**config.mk**
```make
export PLATFORM = sky130hd
export DESIGN_NAME = wheel_encoder_motor_interface_core
export DESIGN_NICKNAME = d
export VERILOG_FILES = /design/src/sv/wem_pkg.sv /design/src/sv/wem_wheel.sv /design/src/sv/wheel_encoder_motor_interface_core.sv
export SDC_FILE = /design/constraint.sdc
export NUM_CORES = 1
export LEC_CHECK = 0
export BUFFER_PORTS_ARGS = -buffer_cell sky130_fd_sc_hd__buf_2
export CELL_PAD_IN_SITES_DETAIL_PLACEMENT = 1
export CELL_PAD_IN_SITES_GLOBAL_PLACEMENT = 2
export CORE_MARGIN = 4
export CORE_UTILIZATION = 33
export DETAILED_ROUTE_END_ITERATION = 6
export GPL_TIMING_DRIVEN = 0
export PLACE_DENSITY_LB_ADDON = 0.08
export SYNTH_ARGS = -nofsm -noshare
export SYNTH_HDL_FRONTEND = slang
export SYNTH_SLANG_ARGS = --single-unit
export TNS_END_PERCENT = 100
```
**constraint.sdc**
```tcl
create_clock -name clock -period 4.6 [get_ports clock]
set_clock_uncertainty 0.1 [all_clocks]
set_input_delay 0.23 -clock clock [delete_from_list [all_inputs] [get_ports clock]]
set_output_delay 0.23 -clock clock [all_outputs]
set_load 0.05 [all_outputs]
```
**src/sv/wem_pkg.sv**
```systemverilog
// Shared types and constants for the wheel encoder and motor interface.
package wem_pkg;

   localparam int COUNT_BITS_DEFAULT = 16;
   localparam int DELTA_BITS = 16;
   localparam int HOLDOFF_BITS = 16;
   localparam int WINDOW_BITS = 8;
   localparam int TIME_BITS = 32;
   localparam int DUTY_BITS = 8;
   localparam int DIR_BITS = 2;
   localparam int REQ_DATA_BITS = 56;
   localparam int RSP_DATA_BITS = 56;
   localparam int CSR_DATA_BITS = 16;

   localparam logic [HOLDOFF_BITS-1:0] HOLDOFF_RESET = 16'd100;
   localparam logic [WINDOW_BITS-1:0] WINDOW_RESET = 8'd10;

   localparam logic [DIR_BITS-1:0] DIR_STOP = 2'd0;
   localparam logic [DIR_BITS-1:0] DIR_FWD = 2'd1;
   localparam logic [DIR_BITS-1:0] DIR_BWD = 2'd2;

   localparam logic CSR_HOLDOFF = 1'b0;
   localparam logic CSR_WINDOW = 1'b1;

   typedef enum logic [1:0] {
      KIND_TICK = 2'd0,
      KIND_EDGE = 2'd1,
      KIND_DRIVE = 2'd2,
      KIND_READ = 2'd3
   } wem_kind_type;

   // Per-wheel strobes, already qualified by an accepted request.
   typedef struct packed {
      logic edge_en;
      logic close_en;
      logic drive_en;
      logic read_en;
   } wem_ctl_type;

   // Per-wheel view for the result: drive levels after this request, delta before clear.
   typedef struct packed {
      logic fwd;
      logic bwd;
      logic [DUTY_BITS-1:0] duty;
      logic [DELTA_BITS-1:0] delta;
   } wem_stat_type;

endpackage

```
**src/sv/wem_wheel.sv**
```systemverilog
// One wheel: edge qualification, window and read counts, direction tracking, drive levels.
module wem_wheel #(
   parameter int COUNT_BITS = wem_pkg::COUNT_BITS_DEFAULT
) (
   input  logic clock,
   input  logic reset,
   input  wem_pkg::wem_ctl_type ctl,
   input  logic [wem_pkg::TIME_BITS-1:0] time_us,
   input  logic pin_high,
   input  logic [wem_pkg::HOLDOFF_BITS-1:0] holdoff_us,
   input  logic [wem_pkg::DIR_BITS-1:0] dir,
   input  logic [wem_pkg::DUTY_BITS-1:0] power,
   output wem_pkg::wem_stat_type stat
);
   import wem_pkg::*;

   localparam int LOW_BITS = (COUNT_BITS < DELTA_BITS) ? COUNT_BITS : DELTA_BITS;
   localparam logic [COUNT_BITS-1:0] LOW_MASK =
      (COUNT_BITS'(1) << LOW_BITS) - COUNT_BITS'(1);

   logic [COUNT_BITS-1:0] win_cnt_ff, win_cnt_in;
   logic [COUNT_BITS-1:0] prev_cnt_ff, prev_cnt_in;
   logic [COUNT_BITS-1:0] read_cnt_ff, read_cnt_in;
   logic [TIME_BITS-1:0] last_edge_ff, last_edge_in;
   logic [DIR_BITS-1:0] cmd_dir_ff, cmd_dir_in;
   logic [DIR_BITS-1:0] rep_dir_ff, rep_dir_in;
   logic fwd_ff, fwd_in;
   logic bwd_ff, bwd_in;
   logic [DUTY_BITS-1:0] duty_ff, duty_in;

   logic [TIME_BITS-1:0] gap;
   logic hit;
   logic take_cmd;
   logic [COUNT_BITS+DELTA_BITS-1:0] read_ext;
   logic [DELTA_BITS-1:0] read_low;

   assign gap = time_us - last_edge_ff;
   assign hit = ctl.edge_en && pin_high &&
                (gap > {{(TIME_BITS-HOLDOFF_BITS){1'b0}}, holdoff_us});
   assign take_cmd = (cmd_dir_ff != rep_dir_ff) &&
                     (((cmd_dir_ff == DIR_STOP) && (win_cnt_ff == '0)) ||
                      (win_cnt_ff > prev_cnt_ff));

   assign read_ext = {{DELTA_BITS{1'b0}}, read_cnt_ff};
   assign read_low = read_ext[DELTA_BITS-1:0];

   always_comb begin
      win_cnt_in = win_cnt_ff;
      prev_cnt_in = prev_cnt_ff;
      read_cnt_in = read_cnt_ff;
      last_edge_in = last_edge_ff;
      cmd_dir_in = cmd_dir_ff;
      rep_dir_in = rep_dir_ff;
      fwd_in = fwd_ff;
      bwd_in = bwd_ff;
      duty_in = duty_ff;
      if (hit) begin
         win_cnt_in = win_cnt_ff + COUNT_BITS'(1);
         read_cnt_in = read_cnt_ff + COUNT_BITS'(1);
         last_edge_in = time_us;
      end
      if (ctl.close_en) begin
         win_cnt_in = '0;
         prev_cnt_in = win_cnt_ff;
         if (take_cmd) begin
            rep_dir_in = cmd_dir_ff;
         end
      end
      if (ctl.drive_en) begin
         cmd_dir_in = dir;
         unique case (dir)
            DIR_FWD: begin
               fwd_in = 1'b1;
               bwd_in = 1'b0;
               duty_in = power;
            end
            DIR_BWD: begin
               fwd_in = 1'b0;
               bwd_in = 1'b1;
               duty_in = power;
            end
            default: begin
               fwd_in = 1'b0;
               bwd_in = 1'b0;
               duty_in = '0;
            end
         endcase
      end
      // drop the low delta bits, keep any wider part of the count
      if (ctl.read_en) begin
         read_cnt_in = read_cnt_ff & ~LOW_MASK;
      end
   end

   always_ff @(posedge clock) begin
      if (reset) begin
         win_cnt_ff <= '0;
         prev_cnt_ff <= '0;
         read_cnt_ff <= '0;
         last_edge_ff <= '0;
         cmd_dir_ff <= DIR_STOP;
         rep_dir_ff <= DIR_STOP;
         fwd_ff <= 1'b0;
         bwd_ff <= 1'b0;
         duty_ff <= '0;
      end else begin
         win_cnt_ff <= win_cnt_in;
         prev_cnt_ff <= prev_cnt_in;
         read_cnt_ff <= read_cnt_in;
         last_edge_ff <= last_edge_in;
         cmd_dir_ff <= cmd_dir_in;
         rep_dir_ff <= rep_dir_in;
         fwd_ff <= fwd_in;
         bwd_ff <= bwd_in;
         duty_ff <= duty_in;
      end
   end

   always_comb begin
      stat.fwd = fwd_in;
      stat.bwd = bwd_in;
      stat.duty = duty_in;
      stat.delta = (rep_dir_ff == DIR_BWD) ? (DELTA_BITS'(0) - read_low) : read_low;
   end

endmodule

```
**src/sv/wheel_encoder_motor_interface_core.sv**
```systemverilog
// Two-wheel encoder counter and H-bridge drive interface, top level.
// Each request (tick, encoder edge, drive command or count read) is taken
// and its single response appears in the one response register on the next
// cycle; a new request is accepted every cycle while the response register
// is empty or being drained, so throughput is one request per clock unless
// the response register stalls. Configuration writes (holdoff in
// microseconds, window length in milliseconds) are always ready and take
// effect on the next request.
module wheel_encoder_motor_interface_core #(
   parameter int COUNT_BITS = wem_pkg::COUNT_BITS_DEFAULT
) (
   input  logic clock,
   input  logic reset,
   input  logic req_tvalid,
   output logic req_tready,
   // time_us[31:0], wheel[32], pin_high[33], left_dir[35:34], left_power[43:36],
   // right_dir[45:44], right_power[53:46], zero[55:54]
   input  logic [wem_pkg::REQ_DATA_BITS-1:0] req_tdata,
   // kind[1:0]
   input  logic [1:0] req_tuser,
   output logic rsp_tvalid,
   input  logic rsp_tready,
   // left_fwd[0], left_bwd[1], left_duty[9:2], right_fwd[10], right_bwd[11],
   // right_duty[19:12], left_delta[35:20], right_delta[51:36], zero[55:52]
   output logic [wem_pkg::RSP_DATA_BITS-1:0] rsp_tdata,
   // delta_valid[0]
   output logic rsp_tuser,
   input  logic csr_valid,
   output logic csr_ready,
   input  logic csr_index,
   input  logic [wem_pkg::CSR_DATA_BITS-1:0] csr_data
);
   import wem_pkg::*;

   logic [HOLDOFF_BITS-1:0] holdoff_ff, holdoff_in;
   logic [WINDOW_BITS-1:0] window_ff, window_in;
   logic [WINDOW_BITS-1:0] ms_ff, ms_in;
   logic rsp_valid_ff, rsp_valid_in;
   logic [RSP_DATA_BITS-1:0] rsp_data_ff, rsp_data_in;
   logic rsp_user_ff, rsp_user_in;

   logic accept;
   wem_kind_type kind;
   logic [TIME_BITS-1:0] time_us;
   logic wheel;
   logic pin_high;
   logic [DIR_BITS-1:0] left_dir, right_dir;
   logic [DUTY_BITS-1:0] left_power, right_power;
   logic [WINDOW_BITS:0] ms_next;
   logic close_win;
   wem_ctl_type ctl_l, ctl_r;
   wem_stat_type stat_l, stat_r;
   logic is_read;

   assign req_tready = !rsp_valid_ff || rsp_tready;
   assign accept = req_tvalid && req_tready;
   assign csr_ready = 1'b1;

   assign kind = wem_kind_type'(req_tuser);
   assign time_us = req_tdata[31:0];
   assign wheel = req_tdata[32];
   assign pin_high = req_tdata[33];
   assign left_dir = req_tdata[35:34];
   assign left_power = req_tdata[43:36];
   assign right_dir = req_tdata[45:44];
   assign right_power = req_tdata[53:46];

   assign ms_next = {1'b0, ms_ff} + (WINDOW_BITS+1)'(1);
   assign close_win = accept && (kind == KIND_TICK) && (ms_next > {1'b0, window_ff});
   assign is_read = (kind == KIND_READ);

   always_comb begin
      ctl_l.edge_en = accept && (kind == KIND_EDGE) && !wheel;
      ctl_l.close_en = close_win;
      ctl_l.drive_en = accept && (kind == KIND_DRIVE);
      ctl_l.read_en = accept && is_read;
      ctl_r.edge_en = accept && (kind == KIND_EDGE) && wheel;
      ctl_r.close_en = close_win;
      ctl_r.drive_en = accept && (kind == KIND_DRIVE);
      ctl_r.read_en = accept && is_read;
   end

   wem_wheel #(.COUNT_BITS(COUNT_BITS)) u_left (
      .clock(clock),
      .reset(reset),
      .ctl(ctl_l),
      .time_us(time_us),
      .pin_high(pin_high),
      .holdoff_us(holdoff_ff),
      .dir(left_dir),
      .power(left_power),
      .stat(stat_l)
   );

   wem_wheel #(.COUNT_BITS(COUNT_BITS)) u_right (
      .clock(clock),
      .reset(reset),
      .ctl(ctl_r),
      .time_us(time_us),
      .pin_high(pin_high),
      .holdoff_us(holdoff_ff),
      .dir(right_dir),
      .power(right_power),
      .stat(stat_r)
   );

   always_comb begin
      holdoff_in = holdoff_ff;
      window_in = window_ff;
      if (csr_valid) begin
         unique case (csr_index)
            CSR_HOLDOFF: holdoff_in = csr_data;
            CSR_WINDOW:  window_in = csr_data[WINDOW_BITS-1:0];
            default:     holdoff_in = holdoff_ff;
         endcase
      end
   end

   always_comb begin
      ms_in = ms_ff;
      if (accept && (kind == KIND_TICK)) begin
         // restart the window on close, else advance
         ms_in = close_win ? '0 : ms_next[WINDOW_BITS-1:0];
      end
   end

   always_comb begin
      rsp_valid_in = rsp_valid_ff && !rsp_tready;
      rsp_data_in = rsp_data_ff;
      rsp_user_in = rsp_user_ff;
      if (accept) begin
         rsp_valid_in = 1'b1;
         rsp_user_in = is_read;
         rsp_data_in = {4'b0,
                        is_read ? stat_r.delta : DELTA_BITS'(0),
                        is_read ? stat_l.delta : DELTA_BITS'(0),
                        stat_r.duty, stat_r.bwd, stat_r.fwd,
                        stat_l.duty, stat_l.bwd, stat_l.fwd};
      end
   end

   always_ff @(posedge clock) begin
      if (reset) begin
         holdoff_ff <= HOLDOFF_RESET;
         window_ff <= WINDOW_RESET;
         ms_ff <= '0;
         rsp_valid_ff <= 1'b0;
      end else begin
         holdoff_ff <= holdoff_in;
         window_ff <= window_in;
         ms_ff <= ms_in;
         rsp_valid_ff <= rsp_valid_in;
      end
   end

   always_ff @(posedge clock) begin
      rsp_data_ff <= rsp_data_in;
      rsp_user_ff <= rsp_user_in;
   end

   assign rsp_tvalid = rsp_valid_ff;
   assign rsp_tdata = rsp_data_ff;
   assign rsp_tuser = rsp_user_ff;

endmodule

```
==> impl_metrics.json <==
{
  "first_pass_iters": 7,
  "tritoncts": "done",
  "p_switching_uw": 1819,
  "cp.arrival_ns": 5.42,
  "grt.overflow.total": 0,
  "yosysUniqueCellTypes": 79,
  "diodes": 0,
  "rsz0062_at_grt": "yes",
  "synth_seq_cells": 274,
  "drv_cap": 0,
  "reg2reg_from": "u_left.last_edge_ff[0]$_SDFFE_PP0P_",
  "cts-root-buf": "clkbuf_16",
  "yosys_warnings": 0,
  "synth_edf_count": 53,
  "period_needed_ns": 5.024,
  "pin_count": 140,
  "dpl_worst_slack_ns": -1.567,
  "fin_ws_ns": -0.4243,
  "whs_ns": 0.09719,
  "critPathLaunchType": "flip-flop",
  "ys_seq_area_share_pct": 34.65,
  "post_synth_and_or_nand_nor_area_fraction_pct": 21.18,
  "die_w_um": 237.4,
  "h-tree-depth": 2,
  "synthesis.area_um2": 17360,
  "core_um2": 51720,
  "synth_compound_area_share_pct": 19.24,
  "via_per_inst": 5.245,
  "clock_sinks": 274,
  "r2r_slack_ns": -0.42,
  "first_global_vias": 17070,
  "die-area_um2": 56340,
  "relSlewSlack_pct": 22.08,
  "hp-class": "in2reg",
  "grt_pass1_wl_um": 93610,
  "drcViolationCount": 0,
  "die_h_um": 237.4,
  "placement.io_buffers": 131,
  "path_delay_family": "simple AND/OR/NAND/NOR gates",
  "layout_commonest_cell": "nand2_1",
  "synth_xor_area_share_pct": 4.238,
  "drv_slew": 0,
  "drt-total-wl_um": 60390,
  "combinationalPowerShare_pct": 16.3,
  "hpwl_um": 43820,
  "globalplace.congestion": 0.8539,
  "synth-main-ff-cell": "dfxtp_1",
  "hold_viol_final": 0,
  "seqPwrFrac_pct": 39.2,
  "fillCellCount": 6034,
  "area_growth_syn_to_layout_pct": 32.15,
  "finalCritPeriodShare_pct": 109.2,
  "ff_latch_area_um2": 6022,
  "endpoint_kind": "flip-flop",
  "critPathBufInv": 4,
  "layout_common_cells": "244 x nand2_1, 216 x dfxtp_1, 204 x a21oi_1, 155 x inv_1, 143 x nor2_1",
  "ant_nets": 0,
  "grt_max_degree": 29,
  "finalSetupTns_ns": -27.02,
  "switching_share_pct": 28.38,
  "antenna_found_initial": 1,
  "clockPowerShare_pct": 44.5,
  "p_per_area_nw_per_um2": 279.4,
  "required_ns": 4.99,
  "vias": 16510,
  "clock_path_buffers": 3,
  "holdPathStages": 4,
  "outcome": "finished, violations left",
  "intPower_uw": 4591,
  "fp-row-count": 83,
  "drt_iter0_drc": 661,
  "post_drt_wl_per_cell_um": 19.18,
  "path_cells": "ha_4, fa_2, nand2b_4, a21o_1, a31oi_4, a21oi_4, xnor2_2, ha_1, nand4_1, nor4_4, o21ai_1, a22oi_2, a21oi_2, o211ai_1, nor4_2, nand4_1, buf_6, o21ai_4, buf_4, clkbuf_8, buf_4, or4_1, a21oi_1",
  "min_from": "csr_index",
  "synthArstFlopShare_pct": 0,
  "slowest_stage": "or4_1",
  "violations": "negative setup slack",
  "r2r_end": "u_left.read_cnt_ff[10]$_SDFFE_PP0P_",
  "drive_above_1_share_pct": 18.80,
  "fmax_mhz": 199.0,
  "place_area_um2": 18900,
  "worstMarginPinSlew_ns": 1.169,
  "vdd_ir_drop_max_mv": 0.2143,
  "synthMuxAreaShare_pct": 3.287,
  "numCtsBuffers": 35,
  "design_area_um2": 22940,
  "start_util_pct": 33.57,
  "p_total_uw": 6410,
  "multi_input_area_um2": 11340,
  "nets": 2672,
  "track_usage_pct": 20.41,
  "synth_top_family_by_area": "simple AND/OR/NAND/NOR gates",
  "clk_pin_slew_worst_paths_ns": 0.06,
  "clock_latency_ns": 0.56,
  "holdPathEnd": "holdoff_ff[3]$_SDFFE_PP0P_",
  "max_stage_delay_ns": 0.50,
  "critPathMaxFanout": 10,
  "avgSynthCellArea_um2": 8.097,
  "p_leak_uw": 0.008722,
  "final-setup-viol-count": 127,
  "r2r_cells": 23,
  "postSynthCellCount": 2144,
  "path_class": "reg2reg",
  "synthAdderAreaFrac_pct": 10.83
}
## Yosys cell counts (45+ instances only)
cell	instances	area (µm²)
clkbuf_1	95	356.6
o21ai_0	105	525.5
dfxtp_1	221	4424
a21oi_1	236	1181
nand3_1	83	415.4
mux2i_1	48	480.5
inv_1	157	589.3
xnor2_1	45	394.1
edfxtp_1	53	1592
nand2_1	248	930.9
nor2_1	145	544.3
or4_1	45	337.8
ha_1	147	1839
## state kept, by name, indices dropped and copies added, names as in the netlist, 8 cells and up
name	cells
u_right.win_cnt_ff	16
u_right.duty_ff	8
u_right.read_cnt_ff	16
u_left.read_cnt_ff	16
holdoff_ff	16
u_right.last_edge_ff	32
u_left.win_cnt_ff	16
u_right.prev_cnt_ff	16
u_left.last_edge_ff	32
ms_ff	8
u_left.prev_cnt_ff	16
window_ff	8
u_left.duty_ff	8
rsp_tdata	52
## cells by family (layout without fill, tap and decap cells)
| kind of cell | after synthesis | in the layout |
|---|---|---|
| adders and majority gates | 149 | 149 |
| xor gates and xnor gates | 84 | 84 |
| other | 2 | 5 |
| DFF | 274 | 274 |
| AOI/OAI and AO/OA | 554 | 554 |
| buffers and inverters | 276 | 597 |
| muxes | 56 | 56 |
| and+or+nand+nor | 749 | 749 |
## through the flow
stage	cells	utilization, %
after floorplan	2147	-
after global placement	2958	36.50
after detailed placement	2959	36.55
after CTS	3127	42.08
after global routing	3148	44.36
final	3148	44.36
## repair_timing
action | 4_1_cts | 5_1_grt
hold endpoints to repair | 125 | 0
gates resized for setup | 132 | 216
cloned | 10 | 4
setup endpoints to repair | 128 | 128
pin swaps | 53 | 130
buffers inserted | 26 | 21
hold buffers | 71 | 0
## power groups by stage
stage	Clock [µW]	Combinational [µW]	Sequential, µW
2_1_floorplan	0	527	2650
6_report	2850	1040	2520
3_5_place_dp	0	904	2570
4_1_cts	2940	1000	2520
3_3_place_gp	0	882	2570
5_1_grt	3030	1150	2520
## routing by layer
metal  part of all wire [%]  global-route usage (%)  vias up
li1                       -                       -     8193
met1                     45                   25.98     7995
met2                     49                   35.78      227
met3                    3.1                   3.051       93
met4                    2.8                   6.210        2
met5                  0.022                       0        -
## final cells by class
cell class,count,area share [%]
Sequential cell,274,26.25
Multi-Input combinational cell,1597,49.45
Clock buffer,47,4.014
Buffer,116,3.229
Clock inverter,15,1.025
Inverter,157,2.569
Timing Repair Buffer,262,9.752
Tap cell,680,3.709
## how the worst max path moves through the flow
stage,start,end,slack [ns],cells past startpoint
after floorplan,u_right.last_edge_ff[8]$_SDFFE_PP0P_,u_right.last_edge_ff[28]$_SDFFE_PP0P_,0.21,22
after CTS,u_right.last_edge_ff[1]$_SDFFE_PP0P_,u_right.read_cnt_ff[8]$_SDFFE_PP0P_,-0.41,23
after global placement,req_tdata[8],u_right.win_cnt_ff[0]$_SDFFE_PP0P_,-1.53,22
final,u_left.last_edge_ff[0]$_SDFFE_PP0P_,u_left.read_cnt_ff[10]$_SDFFE_PP0P_,-0.42,23
after global routing,u_left.last_edge_ff[0]$_SDFFE_PP0P_,u_left.last_edge_ff[24]$_SDFFE_PP0P_,-0.65,22
after detailed placement,u_right.last_edge_ff[1]$_SDFFE_PP0P_,u_right.last_edge_ff[27]$_SDFFE_PP0P_,-1.57,22
## worst min-delay path, delay by kind of cell
kind / cells / cell delay [ns]
compound gates: 1 / 0.05
buf+inv: 1 / 0.12
simple gates: 2 / 0.31
No activity file was read; power rests on OpenSTA's default activity.
